**config.mk**
```make
export PLATFORM = sky130hd
export DESIGN_NAME = stepper_position_follower
export DESIGN_NICKNAME = d
export VERILOG_FILES = /design/src/hw/rtl/spf_pkg.sv /design/src/hw/rtl/spf_calc.sv /design/src/hw/rtl/stepper_position_follower.sv
export SDC_FILE = /design/constraint.sdc
export NUM_CORES = 1
export LEC_CHECK = 0
export ABC_AREA = 0
export BUFFER_PORTS_ARGS = -buffer_cell sky130_fd_sc_hd__buf_2
export CELL_PAD_IN_SITES_DETAIL_PLACEMENT = 1
export CELL_PAD_IN_SITES_GLOBAL_PLACEMENT = 1
export CORE_MARGIN = 2
export CORE_UTILIZATION = 47
export CTS_CLUSTER_DIAMETER = 80
export DETAILED_ROUTE_END_ITERATION = 7
export PLACE_DENSITY = 0.8
export SLEW_MARGIN = 40
export SYNTH_ARGS = -nofsm -noshare
export SYNTH_HDL_FRONTEND = slang
export SYNTH_HIERARCHICAL = 1
export SYNTH_SLANG_ARGS = --single-unit
```
**constraint.sdc**
```tcl
create_clock -name i_clk -period 11.8 [get_ports i_clk]
set_clock_uncertainty 0.05 [all_clocks]
set_input_delay 0.59 -clock i_clk [delete_from_list [all_inputs] [get_ports i_clk]]
set_output_delay 0.59 -clock i_clk [all_outputs]
set_load 0.1 [all_outputs]
```
**src/hw/rtl/spf_pkg.sv**
```systemverilog
// package for the stepper position follower
// holds widths, action and register codes, result structs, and saturation and field helpers
// no dependencies
package spf_pkg;

    localparam int POS_WIDTH   = 24;
    localparam int FIELD_W     = 24;
    localparam int STEP_W      = 16;
    localparam int USABLE_W    = 22;
    localparam int EXT_W       = ((POS_WIDTH > FIELD_W) ? POS_WIDTH : FIELD_W) + 3;
    localparam int APB_ADDR_W  = 4;
    localparam int APB_DATA_W  = 32;

    localparam logic [STEP_W-1:0]   MAX_STEP_RESET = STEP_W'(70);
    localparam logic [USABLE_W-1:0] USABLE_RESET   = USABLE_W'(4000);

    localparam logic signed [EXT_W-1:0] POS_MAX_X =
        {{(EXT_W-POS_WIDTH+1){1'b0}}, {(POS_WIDTH-1){1'b1}}};
    localparam logic signed [EXT_W-1:0] POS_MIN_X = ~POS_MAX_X;

    typedef enum logic [1:0] {
        ACT_STOP = 2'd0,
        ACT_HOLD = 2'd1,
        ACT_GOTO = 2'd2,
        ACT_JOG  = 2'd3
    } t_action;

    typedef enum logic [1:0] {
        REG_MAX_STEP   = 2'd0,
        REG_USABLE     = 2'd1,
        REG_START_POS  = 2'd2,
        REG_UNUSED     = 2'd3
    } t_reg_idx;

    typedef struct packed {
        logic signed [POS_WIDTH-1:0] pos;
        logic signed [POS_WIDTH-1:0] tgt;
        logic                        known;
        logic                        busy;
    } t_step_res;

    typedef struct packed {
        logic signed [FIELD_W-1:0] position;
        logic signed [FIELD_W-1:0] target;
        logic                      known;
        logic                      busy_res;
    } t_result;

    // clip a wide value into the signed position range
    function automatic logic signed [POS_WIDTH-1:0] sat_pos(
        input logic signed [EXT_W-1:0] v
    );
        logic signed [EXT_W-1:0] c;
        begin
            if (v > POS_MAX_X) begin
                c = POS_MAX_X;
            end else if (v < POS_MIN_X) begin
                c = POS_MIN_X;
            end else begin
                c = v;
            end
            return c[POS_WIDTH-1:0];
        end
    endfunction

    // sign extend or truncate a position to the 24 bit port field
    function automatic logic signed [FIELD_W-1:0] to_field(
        input logic signed [POS_WIDTH-1:0] v
    );
        logic signed [EXT_W-1:0] t;
        begin
            t = EXT_W'(v);
            return t[FIELD_W-1:0];
        end
    endfunction

endpackage

```
**src/hw/rtl/spf_calc.sv**
```systemverilog
// next-state logic for one control tick: zero-here, then stop/hold/goto/jog
// depends on spf_pkg
module spf_calc (
    input  logic signed [spf_pkg::POS_WIDTH-1:0] i_pos,
    input  logic signed [spf_pkg::POS_WIDTH-1:0] i_tgt,
    input  logic                                 i_known,
    input  logic [spf_pkg::STEP_W-1:0]           i_max_step,
    input  logic [spf_pkg::USABLE_W-1:0]         i_usable,
    input  logic [1:0]                           i_action,
    input  logic                                 i_zero_here,
    input  logic signed [spf_pkg::FIELD_W-1:0]   i_goal,
    output spf_pkg::t_step_res                   o_res
);
    import spf_pkg::*;

    logic signed [POS_WIDTH-1:0] pos0;
    logic signed [POS_WIDTH-1:0] tgt0;
    logic signed [POS_WIDTH-1:0] goal_s;
    logic signed [POS_WIDTH-1:0] tgt_sel;
    logic signed [POS_WIDTH-1:0] chase_pos;
    logic signed [POS_WIDTH-1:0] jog_pos;
    logic signed [EXT_W-1:0]     pos_x;
    logic signed [EXT_W-1:0]     lim_x;
    logic signed [EXT_W-1:0]     diff_x;
    logic signed [EXT_W-1:0]     d_x;
    logic signed [EXT_W-1:0]     u_x;
    logic signed [EXT_W-1:0]     jlo_x;
    logic signed [EXT_W-1:0]     jp_x;
    logic signed [EXT_W-1:0]     jc_x;
    t_action                     act;

    always_comb begin
        act    = t_action'(i_action);
        pos0   = i_zero_here ? '0 : i_pos;
        tgt0   = i_zero_here ? '0 : i_tgt;
        goal_s = sat_pos(EXT_W'(i_goal));

        pos_x  = EXT_W'(pos0);
        lim_x  = $signed(EXT_W'(i_max_step));

        // slew-limited move toward the target
        tgt_sel = (act == ACT_GOTO) ? goal_s : tgt0;
        diff_x  = EXT_W'(tgt_sel) - pos_x;
        if (diff_x > lim_x) begin
            d_x = lim_x;
        end else if (diff_x < -lim_x) begin
            d_x = -lim_x;
        end else begin
            d_x = diff_x;
        end
        chase_pos = sat_pos(pos_x + d_x);

        // jog: fixed step in goal direction, clamp to [-2*usable, usable]
        u_x   = $signed(EXT_W'(i_usable));
        jlo_x = -(u_x + u_x);
        jp_x  = (goal_s < 0) ? (pos_x - lim_x) : (pos_x + lim_x);
        if (jp_x > u_x) begin
            jc_x = u_x;
        end else if (jp_x < jlo_x) begin
            jc_x = jlo_x;
        end else begin
            jc_x = jp_x;
        end
        jog_pos = sat_pos(jc_x);

        o_res.known = i_known | i_zero_here;
        unique case (act) inside
            ACT_GOTO, ACT_HOLD: begin
                o_res.pos  = chase_pos;
                o_res.tgt  = tgt_sel;
                o_res.busy = (chase_pos != tgt_sel);
            end
            ACT_JOG: begin
                o_res.pos  = jog_pos;
                o_res.tgt  = jog_pos;
                o_res.busy = 1'b1;
            end
            default: begin
                o_res.pos  = pos0;
                o_res.tgt  = pos0;
                o_res.busy = 1'b0;
            end
        endcase
    end

endmodule

```
**src/hw/rtl/stepper_position_follower.sv**
```systemverilog
// top level of the stepper position follower: state, config registers, output skid
// depends on spf_pkg and spf_calc
//
//  channel   direction  handshake                   payload
//  tick in   in         i_in_valid / o_in_ready     i_action, i_zero_here, i_goal
//  result    out        o_out_valid / i_out_ready   o_position, o_target, o_known, o_busy_res
//  config    in         psel, penable, pwrite       paddr, pwdata, prdata, pready
//
// one tick per cycle while o_in_ready is high: state updates at the accepting edge, and the result
// is registered into the result register, or into the skid entry when the result register is held.
// a two-entry output buffer (result register plus skid) keeps o_in_ready registered;
// input stalls only when both entries hold results not yet taken.
// synchronous active-low reset clears position, target, known and the buffer valids.
module stepper_position_follower (
    input  logic                                 i_clk,
    input  logic                                 i_rst_n,
    input  logic                                 i_in_valid,
    output logic                                 o_in_ready,
    input  logic [1:0]                           i_action,
    input  logic                                 i_zero_here,
    input  logic signed [spf_pkg::FIELD_W-1:0]   i_goal,
    output logic                                 o_out_valid,
    input  logic                                 i_out_ready,
    output logic signed [spf_pkg::FIELD_W-1:0]   o_position,
    output logic signed [spf_pkg::FIELD_W-1:0]   o_target,
    output logic                                 o_known,
    output logic                                 o_busy_res,
    input  logic                                 psel,
    input  logic                                 penable,
    input  logic                                 pwrite,
    input  logic [spf_pkg::APB_ADDR_W-1:0]       paddr,
    input  logic [spf_pkg::APB_DATA_W-1:0]       pwdata,
    output logic [spf_pkg::APB_DATA_W-1:0]       prdata,
    output logic                                 pready
);
    import spf_pkg::*;

    logic [STEP_W-1:0]           r_max_step;
    logic [USABLE_W-1:0]         r_usable;
    logic signed [POS_WIDTH-1:0] r_start;
    logic signed [POS_WIDTH-1:0] r_pos;
    logic signed [POS_WIDTH-1:0] r_tgt;
    logic                        r_known;
    logic                        r_out_valid;
    logic                        r_skd_valid;
    t_result                     r_out;
    t_result                     r_skd;

    t_step_res                   step_res;
    t_result                     n_res;
    t_reg_idx                    reg_idx;
    logic                        cfg_wr;
    logic                        in_acc;
    logic                        out_take;
    logic signed [POS_WIDTH-1:0] n_start;

    assign pready      = 1'b1;
    assign reg_idx     = t_reg_idx'(paddr[3:2]);
    assign cfg_wr      = psel & penable & pwrite & pready;
    assign o_in_ready  = ~r_skd_valid;
    assign in_acc      = i_in_valid & o_in_ready;
    assign out_take    = r_out_valid & i_out_ready;
    assign n_start     = sat_pos(EXT_W'($signed(pwdata[FIELD_W-1:0])));

    spf_calc u_calc (
        .i_pos       (r_pos),
        .i_tgt       (r_tgt),
        .i_known     (r_known),
        .i_max_step  (r_max_step),
        .i_usable    (r_usable),
        .i_action    (i_action),
        .i_zero_here (i_zero_here),
        .i_goal      (i_goal),
        .o_res       (step_res)
    );

    always_comb begin
        n_res.position = to_field(step_res.pos);
        n_res.target   = to_field(step_res.tgt);
        n_res.known    = step_res.known;
        n_res.busy_res = step_res.busy;
    end

    always_comb begin
        unique case (reg_idx)
            REG_MAX_STEP:  prdata = APB_DATA_W'(r_max_step);
            REG_USABLE:    prdata = APB_DATA_W'(r_usable);
            REG_START_POS: prdata = APB_DATA_W'(unsigned'(to_field(r_start)));
            default:       prdata = '0;
        endcase
    end

    // config registers and tick state
    always_ff @(posedge i_clk) begin
        if (!i_rst_n) begin
            r_max_step <= MAX_STEP_RESET;
            r_usable   <= USABLE_RESET;
            r_start    <= '0;
            r_pos      <= '0;
            r_tgt      <= '0;
            r_known    <= 1'b0;
        end else begin
            if (in_acc) begin
                r_pos   <= step_res.pos;
                r_tgt   <= step_res.tgt;
                r_known <= step_res.known;
            end
            if (cfg_wr) begin
                case (reg_idx)
                    REG_MAX_STEP: r_max_step <= pwdata[STEP_W-1:0];
                    REG_USABLE:   r_usable   <= pwdata[USABLE_W-1:0];
                    REG_START_POS: begin
                        r_start <= n_start;
                        r_pos   <= n_start;
                        r_tgt   <= n_start;
                    end
                    default: ;
                endcase
            end
        end
    end

    // result register with skid entry
    always_ff @(posedge i_clk) begin
        if (!i_rst_n) begin
            r_out_valid <= 1'b0;
            r_skd_valid <= 1'b0;
        end else if (r_skd_valid) begin
            if (out_take) begin
                r_skd_valid <= 1'b0;
            end
        end else if (in_acc) begin
            if (!r_out_valid || out_take) begin
                r_out_valid <= 1'b1;
            end else begin
                r_skd_valid <= 1'b1;
            end
        end else if (out_take) begin
            r_out_valid <= 1'b0;
        end
    end

    always_ff @(posedge i_clk) begin
        if (r_skd_valid) begin
            if (out_take) begin
                r_out <= r_skd;
            end
        end else if (in_acc) begin
            if (!r_out_valid || out_take) begin
                r_out <= n_res;
            end else begin
                r_skd <= n_res;
            end
        end
    end

    assign o_out_valid = r_out_valid;
    assign o_position  = r_out.position;
    assign o_target    = r_out.target;
    assign o_known     = r_out.known;
    assign o_busy_res  = r_out.busy_res;

endmodule

```
* Word-level counts from Yosys, hierarchy flattened *
Cells that the tools add are included.

cells by class
  add/subtract/negate cells = 7
  order comparisons = 13
  equality and inequality tests = 8
  multiplexer cells = 36
  bitwise logic cells = 7
  reduce and logical (&&, ||, !) cells = 13

operators with widths
  operator                                                          count
  2-to-1 mux 24 bit                                                 17
  2-to-1 mux 50 bit                                                 4
  2-to-1 mux 27 bit                                                 5
  one-hot mux 48 bit (2 select lines)                               1
  one-hot mux 24 bit (3 select lines)                               1
  greater-than comparator 27 x 24 -> 1 bit (second input constant)  2
  < comparator 27 x 24 -> 1 bit (second input constant)             2
  < comparator 27 bit                                               2
  greater-than comparator 24 bit (second input constant)            2
  < comparator 24 bit (second input constant)                       2
  adder 24 x 27 -> 27 bit                                           1
  greater-than comparator 27 x 17 -> 1 bit                          1
  greater-than comparator 27 x 23 -> 1 bit                          1
  negation 16 -> 27 bit                                             1
  negation 27 bit                                                   1
  adder 24 x 17 -> 25 bit                                           1
  subtractor 24 x 17 -> 25 bit                                      1
  subtractor 24 x 24 -> 25 bit                                      1
  < comparator 24 x 1 -> 1 bit (second input constant)              1
  inequality test 24 bit                                            1
  adder 22 x 22 -> 23 bit                                           1
  AND reduction 3 bit                                               3
  2-to-1 mux 1 bit                                                  7
  == test 2 bit (second input constant)                             3
  other kinds (12)                                                  22

storage, ports and cells
  flip-flop bits (word level) = 213
  bits of input ports = 70
  output and inout bits = 85

* Logic depth before layout (Yosys ltp) *
Gate-level depths: netlist of run 1.

  depth in word-level cells = 17
  gate-level depth with buffers = 48
  mapped depth without buffers = 43

* Modules after synthesis *
Netlist of run 1, hierarchy kept.

modules (own cells, without submodules)
  module                     instances  cells each  area an instance (um^2)  sequential area each (um^2)
  spf_calc                   1          1,485       10,013.4                 0.0
  stepper_position_follower  1          736         8,564.5                  5,265.0

* Worst setup path before layout of run 1 *
Ideal clock, no wire load.

  path type = input to register
  start = input i_action[0]
  end = register r_out, in the netlist o_busy_res, data pin
  arrival = 9.607 ns
  path slack = 1.883 ns
  stages = 44
  buffers on the path = 5
  path through = inv_1 ha_1 clkbuf_1 nor2_1 clkbuf_1 a22o_1 inv_1 ha_1 inv_1 fa_1 a21o_1 a31o_2 a211oi_1 a21oi_1 or3_1 and2_1 ha_1 a21o_1 (+8 left out) a21oi_1 ha_1 inv_1 fa_1 nand2b_1 a21oi_1 o21ai_0 o41ai_1 a21o_1 and4_1 nor3_1 a311oi_1 o21ba_2 buf_4 a21boi_0 a2111oi_1 a311oi_1 mux2_2

RTL lines
  what                  line                              text
  start, declared       stepper_position_follower.sv:19   input logic [1:0] i_action,
  end signal, assigned  stepper_position_follower.sv:146  r_out <= r_skd;
  end signal, assigned  stepper_position_follower.sv:150  r_out <= n_res;
  end, declared         stepper_position_follower.sv:46   t_result r_out;

==> results of run 1 <==
[worst paths after layout]
check	from	end	slack [ns]	depth (start not counted)
max	i_action[0]	o_busy_res$_DFFE_PP_	0.40	40
min	i_rst_n	o_out_valid$_SDFFE_PN0P_	0.25	2
max reg2reg	r_tgt[4]$_SDFF_PN0_	o_busy_res$_DFFE_PP_	1.09	36
min reg2reg	r_start[22]$_SDFFE_PN0P_	r_start[22]$_SDFFE_PN0P_	0.41	2
[state kept, by name, indices dropped and copies added (netlist names), 16 cells and up]
name        count
o_position     24
o_target       24
r_max_step     16
r_pos          24
r_skd          50
r_start        24
r_tgt          24
r_usable       22
[report_power, final]
group	switching (W)	internal [W]	leakage, nW	total, W
Clock	0.000311	0.000418	0.364	0.000728
Combinational	0.00118	0.000538	6.82	0.00172
Sequential	0.0000257	0.000851	1.87	0.000877
Total	0.00151	0.00181	9.05	0.00332
[per-stage QoR]
step           setup WS, ns  cell area [um^2]  std cells  power, W
2_1_floorplan          1.88             18600       2228   0.00210
3_3_place_gp          0.525             19600       2786   0.00250
3_5_place_dp          0.284             19600       2787   0.00256
4_1_cts               0.800             20400       2831   0.00329
5_1_grt             0.00694             20400       2831   0.00348
6_report              0.402             20400       2831   0.00332
[worst max-delay path, delay by kind of cell]
kind | cells | cell delay, ns
simple gates | 8 | 1.89
fa+ha+maj | 5 | 1.37
buf+inv | 5 | 0.86
compound gates | 21 | 6.56
mux | 1 | 0.30
[cell usage in the layout, fill, tap and decap left out, types with 8 or more instances in the layout]
master | synthesis | layout
sky130_fd_sc_hd__mux2_2 | 52 | 52
sky130_fd_sc_hd__nand3_1 | 32 | 32
sky130_fd_sc_hd__a21boi_0 | 12 | 12
sky130_fd_sc_hd__o31ai_1 | 30 | 19
sky130_fd_sc_hd__and2_1 | 26 | 25
sky130_fd_sc_hd__nand2_1 | 295 | 295
sky130_fd_sc_hd__buf_4 | 11 | 33
sky130_fd_sc_hd__inv_1 | 123 | 123
sky130_fd_sc_hd__conb_1 | 2 | 9
sky130_fd_sc_hd__mux2i_1 | 102 | 102
sky130_fd_sc_hd__o31ai_2 | 0 | 11
sky130_fd_sc_hd__nand4_1 | 32 | 32
sky130_fd_sc_hd__dfxtp_1 | 113 | 111
sky130_fd_sc_hd__or2_2 | 11 | 11
sky130_fd_sc_hd__a21o_1 | 60 | 60
sky130_fd_sc_hd__nor3_1 | 28 | 27
sky130_fd_sc_hd__buf_2 | 36 | 134
sky130_fd_sc_hd__nor2_1 | 138 | 137
sky130_fd_sc_hd__clkbuf_1 | 66 | 9
sky130_fd_sc_hd__ha_1 | 169 | 168
sky130_fd_sc_hd__clkbuf_16 | 0 | 25
sky130_fd_sc_hd__or3_1 | 9 | 9
sky130_fd_sc_hd__edfxtp_1 | 100 | 100
sky130_fd_sc_hd__o22ai_1 | 12 | 12
sky130_fd_sc_hd__a211o_1 | 8 | 8
sky130_fd_sc_hd__a221oi_1 | 8 | 8
sky130_fd_sc_hd__o211ai_1 | 19 | 19
sky130_fd_sc_hd__a21oi_1 | 140 | 139
sky130_fd_sc_hd__nor4_1 | 21 | 19
sky130_fd_sc_hd__xnor2_1 | 72 | 72
sky130_fd_sc_hd__o21ai_0 | 94 | 94
sky130_fd_sc_hd__and3_1 | 11 | 11
sky130_fd_sc_hd__nor2b_1 | 21 | 20
sky130_fd_sc_hd__a211oi_1 | 10 | 10
sky130_fd_sc_hd__nand2b_1 | 44 | 42
sky130_fd_sc_hd__o21a_1 | 25 | 25
sky130_fd_sc_hd__xor2_1 | 26 | 26
sky130_fd_sc_hd__a22o_1 | 24 | 24
sky130_fd_sc_hd__a31oi_1 | 65 | 64
sky130_fd_sc_hd__a22oi_1 | 54 | 54
[kinds of logic (layout without fill, tap and decap cells)]
family,after synthesis,count (layout),synth area share (%)
simple gates,698,698,17.7
compound gates,631,631,22.8
buf+inv,251,336,5.98
flops,213,213,28.3
fa+ha+maj,172,172,11.7
mux,154,154,8.65
xor+xnor,100,100,4.83
other cells,2,9,0.0404
[per-layer routing]
metal	vias up	share of wire [%]	global-route usage [%]
met5	-	0	0
met4	0	4.1	13.6
met3	134	6.1	5.52
met2	605	49	60.7
met1	8974	41	43.9
li1	8271	-	-
[layout make-up]
| type | count | share of cell area, % |
|---|---|---|
| Tap cell | 518 | 3.17 |
| Clock inverter | 9 | 0.349 |
| Inverter | 123 | 2.26 |
| Clock buffer | 35 | 3.29 |
| Timing Repair Buffer | 169 | 4.61 |
| Multi-Input combinational cell | 1764 | 60.5 |
| Sequential cell | 213 | 25.8 |
==> metrics.txt, run 1 <==
CTS tree done; Routability Congestion 0.983; largest cells by area after synthesis sky130_fd_sc_hd__edfxtp_1, sky130_fd_sc_hd__dfxtp_1, sky130_fd_sc_hd__ha_1; number of clock buffers inserted by TritonCTS 24; Mean Syn Cell Area 8.36 um^2; area of the mapped netlist 18,600 um^2; fraction of registers with async set/reset 0%; DRC viols 0; area of the multi-input gates 12,400 um^2; number of hold-repair buffers added at the cts stage 0; most frequent cells after synthesis sky130_fd_sc_hd__nand2_1, sky130_fd_sc_hd__ha_1, sky130_fd_sc_hd__a21oi_1; number of hold violations in the final report 0; number of maximum-capacitance violations 0; delay of the slowest critical-path stage 0.65 ns; pin count of the biggest net entering global routing 111; most frequent cell after synthesis sky130_fd_sc_hd__nand2_1; HPWL reported at the end of detailed placement 58,300 um; layout overhead on the synthesized area 9.98%; final WL 73,500 um; Worst path slowest cell sky130_fd_sc_hd__a2111oi_0; ratio of cells with drive above 1 in the final layout 13.2%; vias post-DR 18.0k; Cells after Synth 2,221; gr usage total 35.1%; slew at the pin closest to its max-slew limit 1.22 ns; most numerous cell on the critical path sky130_fd_sc_hd__ha_1; worst hold path class in2reg; global-route wire length before repair 111,000 um; Port-buffer cells 135; remaining max-slew budget at the tightest pin 18.3%; sort of element at the end of the critical path flip-flop; total setup buffers inserted after CTS 0; pwr dens 163 nW/um^2; I/O pin total 155; number of enable flip-flop cells after synthesis 100; number of clock sinks 213; Static Leakage 9.05 nW; DR WL/cell 25.9 um; die width 203 um; largest buffer count on any clock path 3; proportion of netlist area held by the largest area contributor 16.2%; grt total ovfl 0; detailed-route vias per instance 6.35; achievable clock frequency 87.7 MHz; result of the run complete, no violations; maximum fanout along the worst path 22; clock-pin transition on the worst setup and hold timing paths 0.06 ns; sequential share of the synthesized area 28.3%; synth warn 6; Yosys reg bits 213; required time of the critical path 12.03 ns; Starting Density 47.8%; number of distinct library cell variants in the gate-level netlist after synthesis 91; Max Slew Vio Count 0; count of routing violations after the opening detailed-route iteration 1,334; data arrival time of the critical path 11.63 ns; Setup CP Type in2reg; commonest register cell after synthesis sky130_fd_sc_hd__dfxtp_1; die footprint 41,100 um^2; minimum hold slack 0.254 ns; Core Footprint 38,800 um^2; aggregate negative setup slack 0 ns; std cell rows 72; share of the core filled with cells 52.6%; number of antenna-violating nets in the routed design 0; master cell of the clock root buffer sky130_fd_sc_hd__clkbuf_16; FF/Latch Area 5270 um^2; number of global-route vias before repair 18.4k; vertical die dimension 203 um; level count of the clock H-tree 1; Final Cycle Share 96.6%; antenna fix cells 0; Initial DRT Pass Iterations 5; critical path startpoint category input port; number of antenna violations at the first check in global routing 0; RSZ-0062 raised after global routing false; cell accounting for the most synthesized area sky130_fd_sc_hd__edfxtp_1; worst voltage drop across the vdd grid 0.000107 V; minimum period implied by the final worst setup slack 11.40 ns; clock latency reported for the late side of the worst-skew pair 0.54 ns; total of fill cells in the finished design 4,703; final setup fails 0; number of nets in the layout 2,537; post_cts resized 0
Note: power is estimated with default switching activity, not from simulation.
==> inputs of run 2 (changes only) <==
==> constraint.sdc (replaced) <==
create_clock -name i_clk -period 11.8 [get_ports i_clk]
set_clock_uncertainty 0.05 [all_clocks]
set_input_delay 1.18 -clock i_clk [delete_from_list [all_inputs] [get_ports i_clk]]
set_output_delay 1.18 -clock i_clk [all_outputs]
set_load 0.1 [all_outputs]
==> metrics.txt, run 2 (synthesis results as in run 1) <==
number of antenna violations at the first check in global routing 0 (unchanged); DR WL/cell 25.6 um (-1.3%); number of antenna-violating nets in the routed design 0 (unchanged); number of global-route vias before repair 18.5k (+0.61%); die width 203 um (unchanged); Static Leakage 9.09 nW (+0.44%); minimum hold slack 0.421 ns (+0.167 ns); final WL 72,700 um (-1.1%); pwr dens 163 nW/um^2 (+0.23%); aggregate negative setup slack 0 ns (unchanged); number of nets in the layout 2,546 (+0.35%); HPWL reported at the end of detailed placement 57,300 um (-1.7%); global-route wire length before repair 110,000 um (-0.77%); grt total ovfl 0 (unchanged); achievable clock frequency 89.8 MHz (+2.3%); delay of the slowest critical-path stage 0.41 ns (-0.24 ns); master cell of the clock root buffer sky130_fd_sc_hd__clkbuf_16; result of the run complete, no violations; Worst path slowest cell sky130_fd_sc_hd__a311oi_1; clock latency reported for the late side of the worst-skew pair 0.53 ns (about the same); RSZ-0062 raised after global routing false; ratio of cells with drive above 1 in the final layout 13.8% (+0.57 points); DRC viols 0 (unchanged); number of maximum-capacitance violations 0 (unchanged); Initial DRT Pass Iterations 6 (+1); pre-CTS worst setup slack 0.299 ns (+0.0145 ns); clock-pin transition on the worst setup and hold timing paths 0.06 ns (about the same); critical path startpoint category input port; std cell rows 72 (unchanged); final setup fails 0 (unchanged); final setup margin 0.663 ns (+0.261 ns); flip-flop count of the largest register, all copies and words added 50 (unchanged); layout overhead on the synthesized area 10.4%; CTS tree done; number of clock sinks 213 (unchanged); Max Slew Vio Count 0 (unchanged); pin count of the biggest net entering global routing 114 (+2.7%); level count of the clock H-tree 1 (unchanged); Setup CP Type in2reg; required time of the critical path 12.03 ns (about the same); Port-buffer cells 135 (unchanged); most flop-heavy register r_skd; vias post-DR 18.0k (+0.21%); sort of element at the end of the critical path flip-flop; most frequent cells in the layout sky130_fd_sc_hd__nand2_1, sky130_fd_sc_hd__ha_1, sky130_fd_sc_hd__a21oi_1; Final Cycle Share 94.4% (-2.2 points); remaining max-slew budget at the tightest pin 37.1% (+19 points); largest buffer count on any clock path 3 (unchanged); count of routing violations after the opening detailed-route iteration 1,558 (+17%); data arrival time of the critical path 11.37 ns (-0.26 ns); Core Footprint 38,800 um^2 (unchanged); I/O pin total 155 (unchanged); number of clock buffers inserted by TritonCTS 23 (-4.2%); minimum period implied by the final worst setup slack 11.14 ns (-0.261 ns); slew at the pin closest to its max-slew limit 0.933 ns (-0.282 ns); worst voltage drop across the vdd grid 0.0000877 V (-18%); worst hold path class reg2reg; gr usage total 34.6% (-0.52 points); number of hold violations in the final report 0 (unchanged); Starting Density 47.8% (unchanged); number of hold-repair buffers added at the cts stage 0 (unchanged); total setup buffers inserted after CTS 0 (unchanged); maximum fanout along the worst path 15 (-32%); Routability Congestion 1.01 (+3.0%); vertical die dimension 203 um (unchanged); most common cell after layout, fill and taps aside sky130_fd_sc_hd__nand2_1; antenna fix cells 0 (unchanged); die footprint 41,100 um^2 (unchanged); detailed-route vias per instance 6.35 (about the same)
## run 2: cell types whose count changed in the layout (fill, tap and decap cells not counted), moves of 2 or more
cell,before,now
sky130_fd_sc_hd__buf_4,33,42
sky130_fd_sc_hd__clkbuf_1,9,3
sky130_fd_sc_hd__clkbuf_16,25,23
sky130_fd_sc_hd__clkinv_1,4,0
sky130_fd_sc_hd__clkinv_2,3,6
sky130_fd_sc_hd__clkinvlp_4,0,3
## run 2: timing repair
action	4_1_cts	5_1_grt
endpoints found under the setup margin	0	2
endpoints found under the hold margin	0	0
resized for setup	0	2
## run 2: layout make-up
| type | instances | area [um^2] |
|---|---|---|
| multi-input cells | 1764 | 12400 |
| repair buffers | 179 | 1020 |
| flip-flops and latches | 213 | 5270 |
| inverters | 123 | 462 |
| well taps | 518 | 648 |
| fillers | 4664 | 18300 |
| clock buffers | 28 | 614 |
| clock inverters | 12 | 129 |
## run 2: critical path, delay by kind of cell
kind                       cells  cell delay (ns)
muxes                          1             0.32
adders and majority gates      6             1.80
buffers and inverters          8             1.21
xor gates and xnor gates       1             0.26
AOI/OAI and AO/OA             20             5.30
and+or+nand+nor                8             1.29
## run 2: final timing paths
path,start,to,slack [ns],depth (start not counted)
worst max-delay path,i_action[0],o_position[1]$_DFFE_PP_,0.66,44
worst min-delay path,r_start[22]$_SDFFE_PN0P_,r_start[22]$_SDFFE_PN0P_,0.42,2
worst max register to register,r_tgt[0]$_SDFF_PN0_,o_position[1]$_DFFE_PP_,1.72,40
worst min register to register,r_start[22]$_SDFFE_PN0P_,r_start[22]$_SDFFE_PN0P_,0.42,2
## run 2: power by group
| part | total (W) | switching (W) | leakage, nW | internal [W] |
|---|---|---|---|---|
| Combinational | 0.00173 | 0.00118 | 6.86 | 0.000554 |
| Sequential | 0.000877 | 0.0000259 | 1.87 | 0.000851 |
| Clock | 0.000733 | 0.000317 | 0.360 | 0.000416 |
| Total | 0.00334 | 0.00152 | 9.09 | 0.00182 |
## run 2: metal layers
layer	GRT usage [%]	vias up	routed length [um]
met5	0	-	0
met4	15.9	0	3730
met3	5.70	169	4740
met2	58.0	687	34000
met1	43.6	8885	30200
li1	-	8280	-
## run 2: through the flow
stage / instance area [um^2] / utilization [%] / instances / power (W)
detailed placement: 19700 / 50.7 / 2795 / 0.00257
global route: 20500 / 52.8 / 2837 / 0.00349
floorplan: 18600 / - / 2228 / 0.00210
finish: 20500 / 52.8 / 2837 / 0.00334
CTS: 20400 / 52.6 / 2835 / 0.00331
global placement: 19600 / 50.6 / 2794 / 0.00251
